### src/hw/rtl/shift_register_input_scanner_macros.svh
// Assertion macros for the shift register input scanner.
// Included by files that check their own logic; needs clk and arst_n in scope.
`ifndef SHIFT_REGISTER_INPUT_SCANNER_MACROS_SVH
`define SHIFT_REGISTER_INPUT_SCANNER_MACROS_SVH

// Same-cycle implication, checked outside reset
`define SRIS_ASSERT_IMPLY(lbl, ante, cons) \
	lbl: assert property (@(posedge clk) disable iff (!arst_n) (ante) |-> (cons)) \
		else $error("sris check failed");

// Next-cycle implication, checked outside reset
`define SRIS_ASSERT_NEXT(lbl, ante, cons) \
	lbl: assert property (@(posedge clk) disable iff (!arst_n) (ante) |=> (cons)) \
		else $error("sris check failed");

`endif

### src/hw/rtl/sris_pkg.sv
// Shared types and constants for the shift register input scanner.
// No dependencies; used by the core, the output buffer and the top level.
package sris_pkg;

	localparam int MAX_CHIPS = 8;
	localparam int MAP_W     = 24;
	localparam int CFG_IDX_W = 4;
	localparam int POS_W     = 4;
	localparam int CNT_W     = 3;

	// identity remap: field k holds k
	localparam logic [MAP_W-1:0] MAP_RESET = 24'hFAC688;

	typedef enum logic [1:0] {
		ACT_START = 2'd0,
		ACT_SHIFT = 2'd1,
		ACT_CLEAR = 2'd2,
		ACT_QUERY = 2'd3
	} action_t;

	typedef logic [MAP_W-1:0] map_t;

	typedef struct packed {
		logic       load_pulse;
		logic       shift_clock;
		logic       byte_done;
		logic [2:0] byte_chip;
		logic [7:0] byte_value;
		logic       scan_done;
		logic       bit_value;
	} result_t;

endpackage

### src/hw/rtl/sris_core.sv
// Scan state and per-request result logic of the shift register input scanner.
// Depends on sris_pkg.
module sris_core #(
	parameter int CHIPS = 8
) (
	input  logic                   clk,
	input  logic                   arst_n,
	input  logic                   take,
	input  sris_pkg::action_t      action,
	input  logic                   serial_in,
	input  logic [5:0]             bit_index,
	input  sris_pkg::map_t         maps [sris_pkg::MAX_CHIPS],
	output sris_pkg::result_t      result
);

	logic [7:0]                     stored_q [sris_pkg::MAX_CHIPS];
	logic [7:0]                     acc_q;
	logic [sris_pkg::CNT_W-1:0]     cnt_q;
	logic [sris_pkg::POS_W-1:0]     pos_q;

	logic                           active;
	logic [2:0]                     chip;
	logic [4:0]                     tgt_lsb;
	logic [2:0]                     tgt;
	logic [7:0]                     acc_or;
	logic [7:0]                     byte_inv;
	logic [sris_pkg::POS_W-1:0]     pos_inc;
	logic                           last_bit;
	logic                           in_chain;

	// datapath for one shifted bit
	assign active   = pos_q < sris_pkg::POS_W'(CHIPS);
	assign chip     = pos_q[2:0];
	assign tgt_lsb  = 5'(cnt_q) * 5'd3;
	assign tgt      = maps[chip][tgt_lsb +: 3];
	assign acc_or   = acc_q | (8'(serial_in) << tgt);
	assign byte_inv = ~acc_or;
	assign pos_inc  = pos_q + sris_pkg::POS_W'(1);
	assign last_bit = cnt_q == sris_pkg::CNT_W'(7);
	assign in_chain = {1'b0, bit_index} < 7'(CHIPS * 8);

	// result of the current request; unused fields stay zero
	always_comb begin
		result = '0;
		case (action)
			sris_pkg::ACT_START: begin
				result.load_pulse = 1'b1;
			end
			sris_pkg::ACT_SHIFT: begin
				if (active) begin
					result.shift_clock = 1'b1;
					if (last_bit) begin
						result.byte_done  = 1'b1;
						result.byte_chip  = chip;
						result.byte_value = byte_inv;
						result.scan_done  = pos_inc >= sris_pkg::POS_W'(CHIPS);
					end
				end
			end
			sris_pkg::ACT_CLEAR: begin
				result = '0;
			end
			sris_pkg::ACT_QUERY: begin
				if (in_chain)
					result.bit_value = stored_q[bit_index[5:3]][bit_index[2:0]];
			end
			default: begin
				result = '0;
			end
		endcase
	end

	// scan state update on each accepted request
	always_ff @(posedge clk or negedge arst_n) begin
		if (!arst_n) begin
			for (int i = 0; i < sris_pkg::MAX_CHIPS; i++)
				stored_q[i] <= '0;
			acc_q <= '0;
			cnt_q <= '0;
			pos_q <= sris_pkg::POS_W'(CHIPS);
		end else if (take) begin
			case (action)
				sris_pkg::ACT_START: begin
					pos_q <= '0;
					cnt_q <= '0;
					acc_q <= '0;
				end
				sris_pkg::ACT_SHIFT: begin
					if (active) begin
						if (last_bit) begin
							stored_q[chip] <= byte_inv;
							pos_q          <= pos_inc;
							cnt_q          <= '0;
							acc_q          <= '0;
						end else begin
							cnt_q <= cnt_q + sris_pkg::CNT_W'(1);
							acc_q <= acc_or;
						end
					end
				end
				sris_pkg::ACT_CLEAR: begin
					for (int i = 0; i < sris_pkg::MAX_CHIPS; i++)
						stored_q[i] <= '0;
				end
				default: begin
					// query leaves the state alone
				end
			endcase
		end
	end

endmodule

### src/hw/rtl/sris_skid.sv
// Two-entry output buffer (result register plus skid slot) for scanner results.
// Depends on sris_pkg.
module sris_skid (
	input  logic               clk,
	input  logic               arst_n,
	input  logic               in_valid,
	output logic               in_ready,
	input  sris_pkg::result_t  in_data,
	output logic               out_valid,
	input  logic               out_ready,
	output sris_pkg::result_t  out_data
);

	logic               out_v_q;
	logic               skid_v_q;
	sris_pkg::result_t  out_d_q;
	sris_pkg::result_t  skid_d_q;
	logic               push;
	logic               pop;
	logic               out_free;

	assign in_ready  = !skid_v_q;
	assign push      = in_valid && in_ready;
	assign pop       = out_v_q && out_ready;
	assign out_free  = !out_v_q || pop;
	assign out_valid = out_v_q;
	assign out_data  = out_d_q;

	// occupancy
	always_ff @(posedge clk or negedge arst_n) begin
		if (!arst_n) begin
			out_v_q  <= 1'b0;
			skid_v_q <= 1'b0;
		end else if (out_free) begin
			out_v_q  <= skid_v_q || push;
			skid_v_q <= 1'b0;
		end else if (push) begin
			skid_v_q <= 1'b1;
		end
	end

	// payload: skid drains first, new request lands where there is room
	always_ff @(posedge clk) begin
		if (out_free) begin
			if (skid_v_q)
				out_d_q <= skid_d_q;
			else if (push)
				out_d_q <= in_data;
		end else if (push) begin
			skid_d_q <= in_data;
		end
	end

endmodule

### src/hw/rtl/shift_register_input_scanner.sv
// Shift register input scanner: takes one request per clock, including back to back, and
// presents its result from a registered buffer. A request is taken even while an earlier
// result waits downstream; a two-entry output buffer (result register plus skid slot)
// sets the limit, so s_tready drops only once two results are held. The user writes remap
// registers via cfg_we/cfg_index/cfg_data only when no request is in flight; not enforced.
// Depends on sris_pkg, sris_core, sris_skid and shift_register_input_scanner_macros.svh.
`include "shift_register_input_scanner_macros.svh"

module shift_register_input_scanner #(
	parameter int CHIPS = 8
) (
	input  logic                          clk,
	input  logic                          arst_n,
	// request stream
	input  logic                          s_tvalid,
	output logic                          s_tready,
	input  logic [7:0]                    s_tdata,  // serial_in[0], bit_index[6:1], zero[7]
	input  logic [1:0]                    s_tuser,  // action[1:0]
	// result stream
	output logic                          m_tvalid,
	input  logic                          m_tready,
	// load_pulse[0], shift_clock[1], byte_done[2], byte_chip[5:3],
	// byte_value[13:6], scan_done[14], bit_value[15]
	output logic [15:0]                   m_tdata,
	// remap register writes
	input  logic                          cfg_we,
	input  logic [sris_pkg::CFG_IDX_W-1:0] cfg_index,
	input  logic [sris_pkg::MAP_W-1:0]    cfg_data
);

	sris_pkg::map_t     maps_q [sris_pkg::MAX_CHIPS];
	sris_pkg::result_t  core_res;
	sris_pkg::result_t  out_res;
	logic               take;

	// remap registers; indexes past the list are dropped
	always_ff @(posedge clk or negedge arst_n) begin
		if (!arst_n) begin
			for (int i = 0; i < sris_pkg::MAX_CHIPS; i++)
				maps_q[i] <= sris_pkg::MAP_RESET;
		end else if (cfg_we && cfg_index < sris_pkg::CFG_IDX_W'(sris_pkg::MAX_CHIPS)) begin
			maps_q[cfg_index[2:0]] <= cfg_data;
		end
	end

	assign take = s_tvalid && s_tready;

	sris_core #(
		.CHIPS(CHIPS)
	) u_core (
		.clk       (clk),
		.arst_n    (arst_n),
		.take      (take),
		.action    (sris_pkg::action_t'(s_tuser)),
		.serial_in (s_tdata[0]),
		.bit_index (s_tdata[6:1]),
		.maps      (maps_q),
		.result    (core_res)
	);

	sris_skid u_skid (
		.clk       (clk),
		.arst_n    (arst_n),
		.in_valid  (s_tvalid),
		.in_ready  (s_tready),
		.in_data   (core_res),
		.out_valid (m_tvalid),
		.out_ready (m_tready),
		.out_data  (out_res)
	);

	// result packing
	assign m_tdata = {out_res.bit_value, out_res.scan_done, out_res.byte_value,
		out_res.byte_chip, out_res.byte_done, out_res.shift_clock, out_res.load_pulse};

	// checks
	`SRIS_ASSERT_IMPLY(a_scan_needs_byte, m_tvalid && out_res.scan_done, out_res.byte_done)
	`SRIS_ASSERT_IMPLY(a_byte_needs_clock, m_tvalid && out_res.byte_done, out_res.shift_clock)
	`SRIS_ASSERT_IMPLY(a_one_kind, m_tvalid,
		$onehot0({out_res.load_pulse, out_res.shift_clock, out_res.bit_value}))
	`SRIS_ASSERT_NEXT(a_take_gives_result, take, m_tvalid)

endmodule

### config.mk
export PLATFORM = sky130hd
export DESIGN_NAME = shift_register_input_scanner
export DESIGN_NICKNAME = d
export VERILOG_FILES = /design/src/hw/rtl/sris_pkg.sv /design/src/hw/rtl/sris_core.sv /design/src/hw/rtl/sris_skid.sv /design/src/hw/rtl/shift_register_input_scanner.sv
export VERILOG_INCLUDE_DIRS = /design/src /design/src/hw/rtl
export SDC_FILE = /design/constraint.sdc
export NUM_CORES = 1
export LEC_CHECK = 0
export ABC_AREA = 1
export BUFFER_PORTS_ARGS = -buffer_cell sky130_fd_sc_hd__buf_2
export CAP_MARGIN = 20
export CORE_ASPECT_RATIO = 1.75
export CORE_UTILIZATION = 43
export CTS_CLUSTER_SIZE = 25
export DETAILED_ROUTE_END_ITERATION = 7
export HOLD_SLACK_MARGIN = 0.1
export PLACE_DENSITY = 0.6
export SETUP_SLACK_MARGIN = 0.15
export SYNTH_ARGS = -nofsm -noshare
export SYNTH_HDL_FRONTEND = slang
export SYNTH_SLANG_ARGS = --single-unit
### constraint.sdc
create_clock -name clk -period 3 [get_ports clk]
set_input_delay 0.15 -clock clk [delete_from_list [all_inputs] [get_ports clk]]
set_output_delay 0.15 -clock clk [all_outputs]
set_load 0.005 [all_outputs]
==> results_dict.tcl, run 1 <==
set metrics [dict create \
    run_status "complete, no violations" \
    start_util_pct 43.8 \
    root_buffer "clkbuf_16" \
    htree_levels 1 \
    post-route-util_pct 50.6 \
    die-area_um2 35200 \
    worst-path-max-fanout 10 \
    insertion_delay_ns 0.57 \
    r2r.worst_path.cells 14 \
    drive_above_1_share_pct 16.9 \
    cts.sinks 305 \
    leakagePower_uw 0.00834 \
    cp-start-kind "register" \
    final.fill_count 3328 \
    antenna_found_initial 0 \
    yosysSeqAreaShare_pct 53.4 \
    end_kind "register" \
    ys_types 37 \
    crit_type "reg -> reg" \
    p_per_area_nw_per_um2 750 \
    fp.dieH_um 248 \
    row_count 89 \
    cts_made_buffers 30 \
    grt_pass1_vias 12100 \
    setup_viol 0 \
    synthesis.nets 1884 \
    post-cts-setup-buffers 0 \
    drc 0 \
    power_uw 12800 \
    die-width_um 142 \
    route.vias.total 12300 \
    critPathBufInv 2 \
    fin_nets 1962 \
    worstMarginPinSlew_ns 1.06 \
    track_usage_pct 24.5 \
    clockBufferDepth 3 \
    hold_violations 0 \
    cp_cell_sequence "buf_4 -> nor2_8 -> nand3_1 -> nand2_1 -> nor2_1 -> nand2_1 -> nand3_1 -> nand3_1 -> nand2_1 -> nor2_4 -> nand3_2 -> buf_12 -> nand3_1 -> nand2_1" \
    core_um2 33900 \
    place_congestion 0.842 \
    final_cells 2395 \
    synth_ff_type "dfrtp_1" \
    ys_seq_elements 305 \
    place_ws_ns 0.254 \
    dp_cells 2308 \
    yosys_warnings 0 \
    worst_slew_margin_rel_pct 29.0 \
    max_freq_mhz 381 \
    multi_input_area_um2 5840 \
    num_antenna_cells 0 \
    cts.clk_slew.worst_paths_ns 0.06 \
    hold_class "in -> async" \
    dp_hpwl_um 26900 \
    rsz0062_at_grt "false" \
    first_pass_iters 6 \
    path_depth 14 \
    wl_um 41400 \
    synth.cell_area_um2 14800 \
    maxCapViolCount 0 \
    vdd_drop_max_v 0.000456 \
    grt_pass1_wl_um 66200 \
    syn_to_final_growth_pct 15.5 \
    first_iter_violations 823 \
    cts_tree "done" \
    antenna_left 0 \
    port_buffers 59 \
    period_share_pct 87.5 \
    io_pins 61 \
    critPathMaxStageDelay_ns 0.53 \
    syn_avg_cell_area_um2 8.06 \
    viasPerCell 5.15 \
    finalCriticalPeriod_ns 2.62 \
    routedWlPerCell_um 17.3 \
    report.final.slew_viol_count 0 \
    fin_tns_setup_ns 0 \
    overflow 0 \
    register_area_um2 7920 \
    fin_skew_ns 0.00827 \
    cp_slowest_cell "dfrtp_2" \
    critPathArrivalTime_ns 3.08 \
    crit_required_ns 3.46 \
    async_reset_ff_share_pct 89.5 \
    cp_top_family "simple AND/OR/NAND/NOR gates" \
    synth-edff-count 32 \
    grt_start_max_net_pins 87 \
    syn-instance-count 1838 \
    worst_slack_ns 0.376 \
]
## logic make-up after synthesis
group / Yosys count / share of synthesized area (%)
adder cells (fa/ha/maj): 3 / 0.253
flip-flops: 305 / 53.4
XOR/XNOR: 1 / 0.0591
buffers and inverters: 246 / 7.42
AO/OA/AOI/OAI: 298 / 11.0
AND/OR/NAND/NOR: 985 / 27.9
## layout by cell type (no fill, tap or decap), types with 9 or more instances in the layout
master,Yosys,final
nand2_1,657,657
dfstp_2,97,97
o21bai_1,16,16
edfxtp_1,32,32
nand2_2,10,10
a21oi_1,40,40
a21oi_2,9,9
nand3_2,8,11
nand3_1,169,166
dlygate4sd3_1,0,31
buf_4,3,44
clkbuf_8,0,11
o221ai_1,14,14
clkbuf_16,0,31
o21ai_0,204,204
nor2_1,115,114
inv_1,135,135
o21ai_1,11,11
buf_2,13,58
dfrtp_1,176,173
buf_12,0,12
## metrics by stage
step | area, um^2 | hold slack, ns
2_1_floorplan | 14800 | -0.146
3_3_place_gp | 15800 | 0.165
3_5_place_dp | 15800 | 0.170
6_report | 17100 | 0.135
4_1_cts | 17100 | 0.161
5_1_grt | 17100 | 0.169
## final cells by class
type / count / share of cell area (%)
flip-flops and latches: 305 / 46.3
multi-input cells: 1287 / 34.1
repair buffers: 146 / 6.93
clock buffers: 47 / 5.56
well taps: 455 / 3.33
inverters: 146 / 3.26
clock inverters: 9 / 0.577
## flip-flops by register name, summed over array words and instances, names as in the netlist
register and flops:
u_skid.skid_v_q 1, u_core.stored_q 64, u_skid.out_valid 1, u_skid.out_data 16, u_core.pos_q 4, u_core.cnt_q 3, u_core.acc_q 8, u_skid.skid_d_q 16
maps_q 192
## synth_stat cells, types with 3 or more instances
| cell | count | area share, % |
|---|---|---|
| nand2_1 | 657 | 17 |
| o21ai_0 | 204 | 6.9 |
| dfrtp_1 | 176 | 30 |
| nand3_1 | 169 | 5.7 |
| inv_1 | 135 | 3.4 |
| nor2_1 | 115 | 2.9 |
| dfstp_2 | 97 | 17 |
| clkbuf_1 | 61 | 1.5 |
| a21oi_1 | 40 | 1.4 |
| edfxtp_1 | 32 | 6.5 |
| buf_6 | 17 | 1.3 |
| o21bai_1 | 16 | 0.81 |
| o221ai_1 | 14 | 0.83 |
| buf_2 | 13 | 0.44 |
| o21ai_1 | 11 | 0.37 |
| nand2_2 | 10 | 0.42 |
| a21oi_2 | 9 | 0.53 |
| nand3_2 | 8 | 0.54 |
| inv_2 | 6 | 0.15 |
| buf_1 | 5 | 0.13 |
| nor2_2 | 5 | 0.21 |
| nor2_4 | 5 | 0.38 |
| nand4_1 | 4 | 0.17 |
| nor3_2 | 4 | 0.27 |
| buf_4 | 3 | 0.15 |
| ha_1 | 3 | 0.25 |
| nor2_8 | 3 | 0.41 |
## timing repair
action / 4_1_cts / 5_1_grt
hold buffers: 31 / 0
endpoints found under the hold margin: 290 / 0
resized for setup: 0 / 2
endpoints found under the setup margin: 0 / 44
## metal layers
layer	part of all wire, %	track usage [%]
met2	51	44.0
met4	4.5	11.4
met5	0	0
met1	40	29.6
met3	4.5	2.05
## path summary, 6_finish.rpt
path / start / endpoint / slack (ns)
min in group clk: s_tdata[0] / u_core.acc_q[1]$_DFFE_PN0P_ / 0.18
max in group asynchronous: arst_n / maps_q[92]$_DFFE_PN1P_ / 1.83
min: arst_n / u_core.stored_q[39]$_DFFE_PN0P_ / 0.13
max: u_core.pos_q[2]$_DFFE_PN0P_ / u_core.stored_q[41]$_DFFE_PN0P_ / 0.38
min reg2reg: u_core.stored_q[8]$_DFFE_PN0P_ / u_core.stored_q[8]$_DFFE_PN0P_ / 0.48
max reg2reg: u_core.pos_q[2]$_DFFE_PN0P_ / u_core.stored_q[41]$_DFFE_PN0P_ / 0.38
## power breakdown
part	internal, uW	leakage, uW	switching [uW]
registers	5240	0.00359	463
logic	1130	0.00422	2050
clock network	2340	0.000530	1610
total	8710	0.00834	4130
(Power assumes the default switching activity.)
==> run 2: changes to the inputs <==
--- a/config.mk
+++ b/config.mk
@@ -16,4 +16,5 @@
 export HOLD_SLACK_MARGIN = 0.1
 export PLACE_DENSITY = 0.6
+export RECOVER_POWER = 50
 export SETUP_SLACK_MARGIN = 0.15
 export SYNTH_ARGS = -nofsm -noshare
==> constraint.sdc (replaced) <==
create_clock -name clk -period 3 [get_ports clk]
set_input_delay 0.6 -clock clk [delete_from_list [all_inputs] [get_ports clk]]
set_output_delay 0.6 -clock clk [all_outputs]
set_load 0.005 [all_outputs]
==> results_dict.tcl, run 2 (same netlist as run 1, synthesis figures left out) <==
set metrics [dict create \
    p_clk_share_pct 30.8 \
    power_uw 12900 \
    hold_class "in -> reg" \
    cts_tree "done" \
    grt_pass1_vias 12100 \
    hp-start "cfg_data[10]" \
    fp.dieH_um 248 \
    seq_power_share_pct 44.1 \
    cp-start-kind "register" \
    r2r.worst_path.cells 17 \
    final_cell_mix "nand2_1 (657), o21ai_0 (204), dfrtp_1 (174)" \
    regMostFlops "maps_q" \
    first_iter_violations 654 \
    viasPerCell 5.13 \
    cp_cell_sequence "buf_12 -> buf_4 -> nor2_8 -> buf_4 -> nand3_1 -> nand2_1 -> nor2_1 -> nand2_1 -> nand3_1 -> nand2_1 -> nand2_1 -> nand2_2 -> nor2_4 -> nand3_2 -> buf_12 -> nand3_1 -> nand2_1" \
    grt_pass1_wl_um 66200 \
    largest_reg_flops 192 \
    max_freq_mhz 387 \
    die-area_um2 35200 \
    end_kind "register" \
    r2r_start "u_core.pos_q[2]$_DFFE_PN0P_" \
    cts_made_buffers 30 \
    gr-max-usage-layer "met2" \
    swShare_pct 32.3 \
    cp_top_family "simple AND/OR/NAND/NOR gates" \
    holdWs_ns 0.260 \
    report.final.slew_viol_count 102 \
    wl_um 41300 \
    htree_levels 1 \
    root_buffer "clkbuf_16" \
    gr-usage-met3_pct 2.60 \
    start_util_pct 43.8 \
    dp_hpwl_um 27500 \
    leakagePower_uw 0.00823 \
    crit_required_ns 3.46 \
    whs_path_depth 3 \
    r2r_setup_slack_ns 0.42 \
    worst_slew_margin_rel_pct -36.6 \
    period_share_pct 86.0 \
    setup_viol 0 \
    maxCapViolCount 2 \
    critPathMaxStageDelay_ns 0.43 \
    io_pins 61 \
    use_met2_pct 43.6 \
    overflow 0 \
    critPathArrivalTime_ns 3.04 \
    place_congestion 0.905 \
    cts.clk_slew.worst_paths_ns 0.06 \
    row_count 89 \
    critPathBufInv 4 \
    routedWlPerCell_um 17.3 \
    port_buffers 59 \
    run_status "complete, but fails checks" \
    fin_nets 1948 \
    num_antenna_cells 0 \
    vdd_drop_max_v 0.000448 \
    syn_to_final_growth_pct 13.8 \
    switchingPower_uw 4180 \
    hold_violations 0 \
    worstMarginPinSlew_ns 2.05 \
    core_um2 33900 \
    cp_common_cell "nand2_1" \
    failed_checks "capacitance limit, slew limit" \
    worst-path-max-fanout 11 \
    fin_skew_ns 0.0153 \
    route.vias.total 12200 \
    layout_commonest_cell "nand2_1" \
    whs_endpoint "maps_q[106]$_DFFE_PN1P_" \
    p_per_area_nw_per_um2 767 \
    cp_slowest_cell "dfrtp_1" \
    rsz0062_at_grt "false" \
    combPwrFrac_pct 25.1 \
    crit_type "reg -> reg" \
    grt_start_max_net_pins 74 \
    fin_tns_setup_ns 0 \
    first_pass_iters 5 \
    clockBufferDepth 3 \
    antenna_found_initial 0 \
    drive_above_1_share_pct 17.0 \
    insertion_delay_ns 0.58 \
    p_int_uw 8760 \
    antenna_left 0 \
    track_usage_pct 24.5 \
    top_regs "maps_q x192, u_core.stored_q x64" \
    finalCriticalPeriod_ns 2.58 \
    cts.sinks 305 \
    use_met1_pct 28.9 \
    reg2reg_to "u_core.stored_q[16]$_DFFE_PN0P_" \
    drc 0 \
    die-width_um 142 \
]
[run 2: changes by cell type in the layout (fill, tap and decap cells not counted), moves of 4 or more]
cell / delta
clkbuf_1: +9
clkbuf_8: -8
clkbuf_2: +7
clkinvlp_2: +4
dlygate4sd3_1: -30
clkinv_2: -5
buf_4: +5
clkinv_1: +4
[run 2: layout make-up]
type / instances / area (um^2)
clock buffers: 42 / 868
clock inverters: 14 / 169
fillers: 3416 / 17000
inverters: 146 / 558
multi-input cells: 1287 / 5840
flip-flops and latches: 305 / 7920
well taps: 455 / 569
repair buffers: 132 / 953
[run 2: worst max path at each step]
stage / from / to / slack (ns) / cells past startpoint
after CTS: u_core.pos_q[2]$_DFFE_PN0P_ / u_core.stored_q[41]$_DFFE_PN0P_ / 0.29 / 15
after global routing: arst_n / maps_q[74]$_DFFE_PN0P_ / 0.13 / 3
after global placement: u_core.pos_q[1]$_DFFE_PN0P_ / u_core.stored_q[17]$_DFFE_PN0P_ / 0.34 / 15
after floorplan: u_core.pos_q[0]$_DFFE_PN0P_ / u_skid.out_data[2]$_DFFE_PP_ / 1.0 / 16
after detailed placement: u_core.pos_q[2]$_DFFE_PN0P_ / u_core.stored_q[49]$_DFFE_PN0P_ / 0.31 / 15
final: u_core.pos_q[2]$_DFFE_PN0P_ / u_core.stored_q[16]$_DFFE_PN0P_ / 0.42 / 17
[run 2: metal layers]
layer | vias to the layer above | share of wire, %
met5 | - | 0
met4 | 0 | 5.1
met3 | 92 | 3.8
met2 | 299 | 51
met1 | 5827 | 40
li1 | 6008 | -
[run 2: repair_timing]
item,4_1_cts,5_1_grt
setup endpoints to repair,0,26
hold buffers,1,0
gates resized for setup,0,1
setup buffers,0,3
hold endpoints to repair,50,0
[run 2: power by group through the flow]
stage               registers [uW]  clock network [uW]  logic (uW)
finish                        5700                3990        3240
global route                  5800                4220        3680
CTS                           5690                4070        3270
detailed placement            5760                   0        3250
global placement              5730                   0        3190
floorplan                     5630                   0        2250
[run 2: tightest hold or removal path: cells and delay by family]
kind,cells,cell delay [ns]
AO/OA/AOI/OAI,1,0.06
buffers and inverters,1,0.09
AND/OR/NAND/NOR,1,0.04
[run 2: per-stage QoR]
step | cell area, um^2 | cells | worst slack (ns) | utilization, %
after detailed placement | 15900 | 2321 | 0.308 | 46.8
after global routing | 16900 | 2381 | 0.133 | 49.8
after floorplan | 14800 | 1838 | 0.995 | -
final | 16900 | 2381 | 0.419 | 49.8
after CTS | 16900 | 2378 | 0.290 | 49.9
after global placement | 15900 | 2321 | 0.335 | 46.8
